[config.mk]
export PLATFORM = sky130hd
export DESIGN_NAME = tmcw_ctrl
export DESIGN_NICKNAME = d
export VERILOG_FILES = /design/src/hw/rtl/tmcw_pkg.sv /design/src/hw/rtl/tmcw_ctrl.sv
export SDC_FILE = /design/constraint.sdc
export NUM_CORES = 1
export LEC_CHECK = 0
export BUFFER_PORTS_ARGS = -buffer_cell sky130_fd_sc_hd__buf_2
export CAP_MARGIN = 20
export CORE_MARGIN = 4
export CORE_UTILIZATION = 35
export CTS_BUF_LIST = sky130_fd_sc_hd__clkbuf_4 sky130_fd_sc_hd__clkbuf_8
export DETAILED_ROUTE_END_ITERATION = 10
export PLACE_DENSITY = 0.69
export SLEW_MARGIN = 30
export SYNTH_ARGS = -nofsm -noshare
export SYNTH_HDL_FRONTEND = slang
export SYNTH_SLANG_ARGS = --single-unit
export TNS_END_PERCENT = 50
[constraint.sdc]
create_clock -name clk -period 1.68 [get_ports clk]
set_input_delay 0.168 -clock clk [delete_from_list [all_inputs] [get_ports clk]]
set_output_delay 0.168 -clock clk [all_outputs]
set_load 0.1 [all_outputs]
[src/hw/rtl/tmcw_pkg.sv]
// Shared types and constants of the text mode console writer.
`default_nettype none

package tmcw_pkg;

    localparam int COLUMNS = 80;
    localparam int ROWS    = 25;
    localparam int CELLS   = ROWS * COLUMNS;
    localparam int ADDR_W  = $clog2(CELLS);
    localparam int ROW_W   = 5;
    localparam int COL_W   = 7;

    localparam logic [7:0] NEWLINE_CODE = 8'd10;
    localparam logic [7:0] SPACE_CODE   = 8'd32;

    localparam logic CFG_DEFAULT_FG = 1'b0;
    localparam logic CFG_DEFAULT_BG = 1'b1;

    typedef enum logic [1:0] {
        REQ_PUT   = 2'd0,
        REQ_READ  = 2'd1,
        REQ_CLEAR = 2'd2,
        REQ_NOP   = 2'd3
    } req_t;

    typedef enum logic [1:0] {
        FILL_ZERO  = 2'd0,
        FILL_SPACE = 2'd1,
        FILL_BLANK = 2'd2
    } fill_t;

    typedef enum logic [1:0] {
        CNT_ZERO     = 2'd0,
        CNT_ROW_ONE  = 2'd1,
        CNT_LAST_ROW = 2'd2
    } cnt_sel_t;

    typedef enum logic [3:0] {
        ST_INIT,
        ST_IDLE,
        ST_ADDR,
        ST_EXEC,
        ST_RDATA,
        ST_COPY,
        ST_DRAIN,
        ST_FILL,
        ST_DONE
    } state_t;

    typedef struct packed {
        logic     accept;
        logic     calc_addr;
        logic     put_exec;
        logic     rd_capture;
        logic     copy_step;
        logic     fill_step;
        logic     cnt_load;
        cnt_sel_t cnt_sel;
        fill_t    fill_sel;
        logic     cursor_home;
    } dp_cmd_t;

    typedef struct packed {
        req_t req;
        logic wrap;
        logic cnt_last;
    } dp_status_t;

endpackage

`default_nettype wire

[src/hw/rtl/tmcw_ctrl.sv]
// Controller state machine of the text mode console writer.
`default_nettype none

module tmcw_ctrl
    import tmcw_pkg::*;
(
    input  wire logic       clk,
    input  wire logic       rst_n,
    input  wire logic       start,
    input  dp_status_t      status,
    output dp_cmd_t         cmd,
    output logic            busy,
    output logic            done
);

    state_t state_reg;
    state_t state_next;

    always_ff @(posedge clk or negedge rst_n)
    begin
        if (!rst_n)
        begin
            state_reg <= ST_INIT;
        end
        else
        begin
            state_reg <= state_next;
        end
    end

    always_comb
    begin
        state_next = state_reg;
        cmd        = '0;
        busy       = 1'b1;
        done       = 1'b0;
        unique case (state_reg)
            ST_INIT:
            begin
                cmd.fill_step = 1'b1;
                if (status.cnt_last)
                begin
                    state_next = ST_IDLE;
                end
            end
            ST_IDLE:
            begin
                busy = 1'b0;
                if (start)
                begin
                    cmd.accept = 1'b1;
                    state_next = ST_ADDR;
                end
            end
            ST_ADDR:
            begin
                cmd.calc_addr = 1'b1;
                unique case (status.req) inside
                    REQ_PUT, REQ_READ:
                    begin
                        state_next = ST_EXEC;
                    end
                    REQ_CLEAR:
                    begin
                        cmd.cnt_load    = 1'b1;
                        cmd.cnt_sel     = CNT_ZERO;
                        cmd.fill_sel    = FILL_SPACE;
                        cmd.cursor_home = 1'b1;
                        state_next      = ST_FILL;
                    end
                    default:
                    begin
                        state_next = ST_DONE;
                    end
                endcase
            end
            ST_EXEC:
            begin
                if (status.req == REQ_PUT)
                begin
                    cmd.put_exec = 1'b1;
                    if (status.wrap)
                    begin
                        cmd.cnt_load = 1'b1;
                        cmd.cnt_sel  = CNT_ROW_ONE;
                        state_next   = ST_COPY;
                    end
                    else
                    begin
                        state_next = ST_DONE;
                    end
                end
                else
                begin
                    state_next = ST_RDATA;
                end
            end
            ST_RDATA:
            begin
                cmd.rd_capture = 1'b1;
                state_next     = ST_DONE;
            end
            ST_COPY:
            begin
                cmd.copy_step = 1'b1;
                if (status.cnt_last)
                begin
                    state_next = ST_DRAIN;
                end
            end
            ST_DRAIN:
            begin
                cmd.cnt_load = 1'b1;
                cmd.cnt_sel  = CNT_LAST_ROW;
                cmd.fill_sel = FILL_BLANK;
                state_next   = ST_FILL;
            end
            ST_FILL:
            begin
                cmd.fill_step = 1'b1;
                if (status.cnt_last)
                begin
                    state_next = ST_DONE;
                end
            end
            ST_DONE:
            begin
                done       = 1'b1;
                state_next = ST_IDLE;
            end
            default:
            begin
                state_next = ST_IDLE;
            end
        endcase
    end

endmodule

`default_nettype wire

======== Word-level counts from Yosys, hierarchy flattened ========
Index checks and enable logic that the tools add are counted.
operators by class
  eq/ne operators ......................... 14
  multiplexer cells ....................... 24
  reductions and logical operators ........ 5
operator list
  operator              count
  $pmux W4 S8           1
  $mux W4               6
  $eq A4 B3 Y1 const B  4
  $mux W1               11
  $pmux W3 S3           1
  $eq A4 B2 Y1 const B  2
  $ne A2 B2 Y1 const B  4
  $pmux W4 S2           1
  $mux W3               2
  $mux W6               1
  $eq A4 B1 Y1 const B  1
  $eq A4 B4 Y1 const B  1
  $logic_not A4 Y1      1
  $pmux W2 S2           1
  $reduce_and A4 Y1     1
  $reduce_or A2 Y1      2
  $eq A2 B1 Y1 const B  1
  $eq A2 B2 Y1 const B  1
  $logic_not A2 Y1      1
storage, ports and cells
  word-level logic and storage cells ...... 44
  input port bits ......................... 7
  output and inout bits ................... 14
  flip-flop bits (word level) ............. 4

======== Depth between registers and ports, before layout ========
Gate-level depths: netlist of the first run.
  word-level depth ........................ 4
  depth in mapped cells ................... 5
  depth with buffers taken out ............ 4

======== Worst setup path after synthesis of the first run ========
No wires, ideal clock.
  path type ............................... reg2out
  from .................................... register state_reg[0]
  to ...................................... output cmd[1] in the netlist's numbering
  setup slack ............................. -2685 ps
  cell stages (with the launch flop) ...... 4
  arrival time ............................ 4197 ps
  path buffers ............................ 1
  data required time ...................... 1512 ps
  cell sequence ........................... dfrtp_1 > nand2b_2 > nor4_1 > buf_4
RTL lines
  what                    RTL line         text
  from (decl)             tmcw_ctrl.sv:16  state_t state_reg;
  from (signal assigned)  tmcw_ctrl.sv:27  state_reg <= state_next;
  to (decl)               tmcw_ctrl.sv:11  output dp_cmd_t cmd,

==> out/qor.yml, run 1 <==
power_density_mw_per_mm2: 2176
drc: 0
clock_latency_ns: 0.23
drt_iter0_drc: 8
die-area_mm2: 0.001991
cp_slowest_cell: "dfrtp_2"
start_kind: "flop"
worstPathCellList: "or3_1 > a21oi_2 > buf_12"
met3WireLength_um: 70
min_path_cells: 3
fill_cells: 71
antenna_left: 0
regArea_um2: 105.1
hold_end: "state_reg[0]$_DFFE_PN0P_"
dp_cells: 94
final_util_pct: 78.38
hold_viol_final: 0
critPathCaptureType: "output pin"
grt_pass1_vias: 563
yosysTopAreaCell: "dfrtp_1"
worst-endpoint-arrival_ns: 1.51
max_freq_mhz: 596.3
worstHoldPathType: "in -> reg"
cts-root-buf: "clkbuf_4"
path_max_fanout: 8
syn_to_final_growth_pct: 98.13
via_count: 554
ys_types: 36
p_sw_uw: 1135
top_layer_used: "met4"
core-area_mm2: 0.001186
r2r_setup_slack_ns: 0.24
initial_core_util_pct: 39.56
ir_drop_uv: 1562
period_needed_ns: 1.677
syn_area_per_cell_um2: 8.090
routed_wirelength_um: 1480
reg2reg_to: "state_reg[2]$_DFFE_PN0P_"
num_io_pins: 21
cp.required_ns: 1.51
sw_frac_of_total_pct: 56.07
tightest_slew_ns: 0.3778
grt-ovfl-total: 0
grt_max_degree: 9
wl_per_cell_um: 14.37
synth_top_area_share_pct: 21.33
r2r_cells: 4
path_class: "reg -> out"
ys_seq_area_share_pct: 21.33
dr_wl_met2_um: 812
multi_input_area_um2: 372.9
synth_cells: 58
portBuffers: 20
dp_hpwl_um: 1135
largest_register_ffs: 4
total_power_uw: 2023
netlist_top_cells_area: "dfrtp_1 (21%), a221oi_4 (5.6%), nor2b_1 (5.3%)"
synth.cell_area_um2: 469.2
clock_sinks: 4
met1_length_um: 581
p_comb_share_pct: 83.7
rsz0062_at_grt: "true"
post_dp_cell_area_um2: 857.1
clockBufferDepth: 2
die_w_um: 44.62
finClkSkew_ns: 0.0002772
finalNetCount: 98
period_share_pct: 99.82
p_leak_uw: 0.0003880
cap_violations: 0
fp.dieH_um: 44.62
htree_levels: 1
first_pass_iters: 2
path_clk_slew_ns: 0.04
detail_route.vias_per_cell: 5.379
min_from: "status[1]"
p_seq_share_pct: 10.4
final_area_um2: 929.6
gp_congestion: 0.8208
relSlewSlack_pct: 74.46
slew_violations: 0
setup_viol_count_final: 0
antenna_cells: 0
final_cells: 103
layout-drive-gt1-share_pct: 58.43
ys_warn_count: 0
reg2reg_from: "state_reg[0]$_DFFE_PN0P_"
grt_antenna_before_repair: 0
grt_pass1_wl_um: 2442
synth_nets: 65
fin_tns_setup_ns: 0
clkPwrFrac_pct: 5.9
intPower_uw: 888.8
grt_usage_pct: 16.57
status: "finished clean"
cts_buffers: 3
slowest_delay_ns: 0.45
synth-seq-cells: 4
rows: 12
cts_tree: "built"
-- layout by cell type, fill, tap and decap left out, types with 2 or more instances in the layout --
master,count
nand3_1,2
a21oi_1,3
nor2b_1,4
dfrtp_2,4
buf_12,14
nand2_1,3
a21oi_2,2
buf_2,7
clkbuf_4,3
nand2b_1,2
buf_4,11
or3_1,2
nor2_1,6
-- logic make-up (layout without fill, tap and decap cells) --
logic type,count (synthesis),after routing,share of synthesized area (%)
AOI/OAI and AO/OA,14,14,25.07
DFF,4,4,21.33
xor gates and xnor gates,1,1,1.867
and+or+nand+nor,33,33,41.87
buffers and inverters,6,37,9.866
-- through the flow --
step	setup slack (ns)	hold slack (ns)
floorplan	-0.5437	-0.1276
global placement	0.2035	-0.02719
detailed placement	0.1807	-0.02530
CTS	0.0007290	0.2383
global route	-0.07915	0.2451
finish	0.003068	0.2374
-- power by group through the flow --
stage                     logic [µW]  clock network, µW  registers [µW]
after global routing            1770                134             222
after detailed placement        1600                  0             233
final                           1690                119             211
after global placement          1570                  0             233
after floorplan                 1150                  0             168
after CTS                       1700                121             206
-- layer usage --
layer  up-vias  global-route usage (%)
li1        271                       -
met1       264                   19.66
met2        17                   28.94
met3         2                   2.439
met4         0                   7.229
met5         -                       0
-- synth_stat cells (all sizes together) --
cell type  number
nor4b           2
a21oi           5
a221oi          1
o21a            1
o32ai           1
a31o            1
nor3            2
inv             1
nor2            7
nand3b          1
buf             4
nor2b           4
nand3           2
nand2           3
xor2            1
a22o            1
a21o            1
o21ai           1
and2b           1
nand2b          3
a221o           1
nor4            1
and3            3
or3             2
and2            2
dfrtp           4
clkbuf          1
a31oi           1
-- repair_timing --
action | 4_1_cts | 5_1_grt
resized for setup | 4 | 0
hold endpoints to repair | 4 | 0
pin swaps | 2 | 0
hold buffers | 1 | 0
endpoints found under the setup margin | 5 | 5
setup buffers | 5 | 0
-- worst max path at each step --
| stage | from | to | slack, ns | depth (start not counted) |
|---|---|---|---|---|
| after floorplan | state_reg[2]$_DFFE_PN0P_ | cmd[1] | -0.54 | 3 |
| after global placement | state_reg[0]$_DFFE_PN0P_ | cmd[0] | 0.20 | 3 |
| after detailed placement | state_reg[0]$_DFFE_PN0P_ | cmd[5] | 0.18 | 5 |
| after CTS | state_reg[2]$_DFFE_PN0P_ | cmd[6] | 0.0007 | 3 |
| after global routing | state_reg[0]$_DFFE_PN0P_ | cmd[5] | -0.08 | 5 |
| final | state_reg[2]$_DFFE_PN0P_ | cmd[6] | 0.003 | 3 |
-- cell type report --
cell class	count	area share (%)
clock buffers	3	2.423
multi-input cells	48	40.11
flip-flops and latches	4	11.31
repair buffers	33	43.88
inverters	1	0.4038
well taps	14	1.884
-- critical path, delay by kind of cell, from the launching register on --
kind                   cells  cell delay (ns)
buffers and inverters      1             0.20
flip-flops                 1             0.45
AND/OR/NAND/NOR            1             0.41
AO/OA/AOI/OAI              1             0.21
No activity file was read; power rests on OpenSTA's default activity.
==> run 2, diff against run 1 <==
- BUFFER_PORTS_ARGS: -buffer_cell sky130_fd_sc_hd__buf_2 -> -buffer_cell sky130_fd_sc_hd__buf_4
==> out/qor.yml, run 2 (synthesis gave the netlist of run 1 again) <==
cap_violations: 0
clockBufferDepth: 2
largest_register_ffs: 4
antenna_left: 0
failed_checks: "setup timing"
htree_levels: 1
r2r_cells: 5
final_cells: 104
cts-root-buf: "clkbuf_4"
grt_antenna_before_repair: 0
dp_cells: 96
core-area_mm2: 0.001186
rsz0062_at_grt: "true"
period_needed_ns: 1.700
grt_pass1_vias: 517
max_freq_mhz: 588.3
clock_latency_ns: 0.24
hold_end: "state_reg[0]$_DFFE_PN0P_"
worstPathCellList: "buf_4 > or3_1 > a21oi_2 > buf_12"
slew_violations: 0
relSlewSlack_pct: 74.36
reg2reg_to: "state_reg[0]$_DFFE_PN0P_"
path_class: "reg -> out"
grt_max_degree: 14
finClkSkew_ns: 0.0002734
r2r_setup_slack_ns: 0.25
drc: 0
path_max_fanout: 8
finalNetCount: 99
holdWs_ns: 0.2159
drt_iter0_drc: 5
reg2reg_from: "state_reg[0]$_DFFE_PN0P_"
period_share_pct: 101.2
grt_usage_pct: 16.25
layout_common_cells: "buf_4 (28), nor2_1 (6), nor2b_1 (4)"
critPathCaptureType: "output pin"
clock_sinks: 4
cp.required_ns: 1.51
cts_tree: "built"
fp.dieH_um: 44.62
path_clk_slew_ns: 0.04
cp_slowest_cell: "dfrtp_2"
wl_per_cell_um: 14.39
min_from: "status[0]"
post_dp_cell_area_um2: 711.9
cts_buffers: 3
num_io_pins: 21
final_area_um2: 823.3
initial_core_util_pct: 39.56
min_path_cells: 3
worst-endpoint-arrival_ns: 1.53
via_count: 555
worstHoldPathType: "in -> reg"
final_common_cell: "buf_4"
final_util_pct: 69.41
hold_viol_final: 0
layout_setup_ws_ns: -0.01981
gp_congestion: 0.8396
grt-ovfl-total: 0
syn_to_final_growth_pct: 75.47
die_w_um: 44.62
die-area_mm2: 0.001991
layout-drive-gt1-share_pct: 57.78
tightest_slew_ns: 0.3792
start_kind: "flop"
first_pass_iters: 4
status: "complete, but fails checks"
slowest_delay_ns: 0.44
detail_route.vias_per_cell: 5.337
grt_pass1_wl_um: 2415
portBuffers: 20
antenna_cells: 0
setup_viol_count_final: 2
dp_hpwl_um: 1116
rows: 12
routed_wirelength_um: 1497
## run 2: cell count changes in the layout (fill, tap and decap cells not counted), sizes merged
cell  delta
buf      +1
## run 2: metal layers
metal | track usage (%) | vias up | part of all wire (%)
met2 | 30.09 | 16 | 52
met5 | 0 | - | 0
met3 | 1.220 | 4 | 3.7
met4 | 7.229 | 0 | 2.2
met1 | 18.51 | 259 | 42
li1 | - | 276 | -
## run 2: critical path, delay by kind of cell (launching register included)
kind            cells  cell delay, ns
simple gates        1            0.32
flops               1            0.44
compound gates      1            0.18
buf+inv             2            0.34
## run 2: how the worst max path moves through the flow
stage / endpoint / slack (ns) / start
final: cmd[6] / -0.02 / state_reg[0]$_DFFE_PN0P_
after global routing: cmd[5] / -0.09 / state_reg[2]$_DFFE_PN0P_
after CTS: cmd[5] / 0.003 / state_reg[0]$_DFFE_PN0P_
after detailed placement: cmd[5] / 0.15 / state_reg[0]$_DFFE_PN0P_
after global placement: cmd[5] / 0.20 / state_reg[3]$_DFFE_PN0P_
after floorplan: cmd[1] / -0.54 / state_reg[2]$_DFFE_PN0P_
## run 2: area by class of cell
class	count	area [µm²]
multi-input cells	48	372.9
fillers	96	362.8
repair buffers	34	302.8
flip-flops and latches	4	103.9
clock buffers	3	22.52
well taps	14	17.52
inverters	1	3.754
## run 2: timing repair
action,CTS,global route
hold buffers,1,0
resized for setup,6,8
pin swaps,0,2
endpoints found under the hold margin,4,0
setup endpoints to repair,6,12
buffers inserted,0,4
## run 2: stage by stage
stage	TNS (ns)	setup WS, ns
final	-0.02005	-0.01981
after detailed placement	0	0.1493
after floorplan	-3.172	-0.5437
after CTS	0	0.003046
after global routing	-0.1397	-0.08802
after global placement	0	0.1958
Power of run 2 is left out: the tool's default activity adds up to more than one toggle a clock period on the data nets, which glitch-free logic cannot reach.
==> run 3, diff against run 2 <==
- PLACE_DENSITY: 0.69 -> 0.67
==> out/qor.yml, run 3 (synthesis gave the netlist of run 1 again) <==
htree_levels: 1
via_count: 548
tightest_slew_ns: 0.3924
syn_to_final_growth_pct: 80.00
antenna_cells: 0
clockBufferDepth: 2
path_clk_slew_ns: 0.04
status: "complete, but fails checks"
ir_drop_uv: 1492
cap_violations: 0
cts-root-buf: "clkbuf_4"
multi_input_area_um2: 377.9
finalNetCount: 98
p_leak_uw: 0.0003668
hold_viol_final: 0
rsz0062_at_grt: "true"
antenna_left: 0
r2r_cells: 5
total_power_uw: 1892
fin_tns_setup_ns: -0.02561
period_needed_ns: 1.706
grt_usage_pct: 15.77
power_density_mw_per_mm2: 2240
drc: 0
clock_latency_ns: 0.23
critPathCaptureType: "output pin"
layout_common_cells: "buf_4 (21), buf_6 (8), nor2b_1 (4), nor2_1 (4), dfrtp_2 (4)"
start_kind: "flop"
setup_viol_count_final: 1
fp.dieH_um: 44.62
p_comb_share_pct: 81.7
initial_core_util_pct: 39.56
finClkSkew_ns: 0.003716
slew_violations: 0
final_common_cell: "buf_4"
die-area_mm2: 0.001991
relSlewSlack_pct: 73.47
core-area_mm2: 0.001186
failed_checks: "setup timing"
grt_pass1_vias: 540
min_path_cells: 3
first_pass_iters: 4
worst-endpoint-arrival_ns: 1.54
rows: 12
worstHoldPathType: "in -> reg"
regArea_um2: 105.1
cp.required_ns: 1.51
cts_buffers: 3
intPower_uw: 785.9
routed_wirelength_um: 1488
path_class: "reg -> out"
clock_sinks: 4
grt_antenna_before_repair: 0
gp_congestion: 0.8720
fill_cells: 92
grt_pass1_wl_um: 2242
portBuffers: 20
layout-drive-gt1-share_pct: 60.67
num_io_pins: 21
detail_route.vias_per_cell: 5.320
die_w_um: 44.62
max_freq_mhz: 586.3
sw_frac_of_total_pct: 58.46
clkPwrFrac_pct: 6.1
final_util_pct: 71.20
path_max_fanout: 8
cts_tree: "built"
p_seq_share_pct: 12.2
holdWs_ns: 0.2220
grt_max_degree: 14
p_sw_uw: 1106
dp_worst_setup_slack_ns: 0.1634
drt_iter0_drc: 12
layout_setup_ws_ns: -0.02561
dp_hpwl_um: 1004
wl_per_cell_um: 14.45
grt-ovfl-total: 0
period_share_pct: 101.5
largest_register_ffs: 4
## run 3: final cells by class
class / count / share of cell area [%]
Sequential cell: 4 / 12.44
Clock buffer: 3 / 2.667
Inverter: 1 / 0.4444
Tap cell: 14 / 2.074
Multi-Input combinational cell: 48 / 44.74
Timing Repair Buffer: 33 / 37.63
## run 3: power by group through the flow
stage	clock network [µW]	registers, µW	logic, µW
final	115	231	1550
after global routing	138	240	1620
after CTS	119	241	1380
after detailed placement	0	238	1350
after global placement	0	235	1350
after floorplan	0	168	1150
## run 3: worst paths after layout
check,start,endpoint,slack (ns)
max reg2reg,state_reg[0]$_DFFE_PN0P_,state_reg[0]$_DFFE_PN0P_,0.28
min,status[0],state_reg[0]$_DFFE_PN0P_,0.22
max,state_reg[2]$_DFFE_PN0P_,cmd[5],-0.03
min in group asynchronous,rst_n,state_reg[3]$_DFFE_PN0P_,0.27
min reg2reg,state_reg[3]$_DFFE_PN0P_,state_reg[1]$_DFFE_PN0P_,0.74
max in group asynchronous,rst_n,state_reg[1]$_DFFE_PN0P_,1.30
## run 3: stage by stage
| stage | cells | instance area [µm²] |
|---|---|---|
| after CTS | 99 | 754.5 |
| final | 103 | 844.6 |
| after global placement | 95 | 704.4 |
| after global routing | 103 | 844.6 |
| after detailed placement | 95 | 704.4 |
| after floorplan | 58 | 523.0 |
## run 3: repair_timing
item	4_1_cts	5_1_grt
resized for setup	6	19
hold endpoints to repair	4	0
setup endpoints to repair	6	12
setup buffers	0	4
pin swaps	0	3
hold buffers	1	0
gates cloned	0	0
## run 3: critical path, stage by stage (launching register included)
cell and delay, ns:
dfrtp_2 0.46, nor2_2 0.12, a31oi_1 0.11, o32ai_1 0.21, and2_1 0.21, buf_12 0.18
## run 3: layer usage
metal / track usage, % / vias to the layer above / wire length (µm)
li1: - / 272 / -
met3: 2.846 / 2 / 81
met1: 17.59 / 255 / 624
met5: 0 / - / 0
met2: 26.36 / 19 / 769
met4: 11.45 / 0 / 12
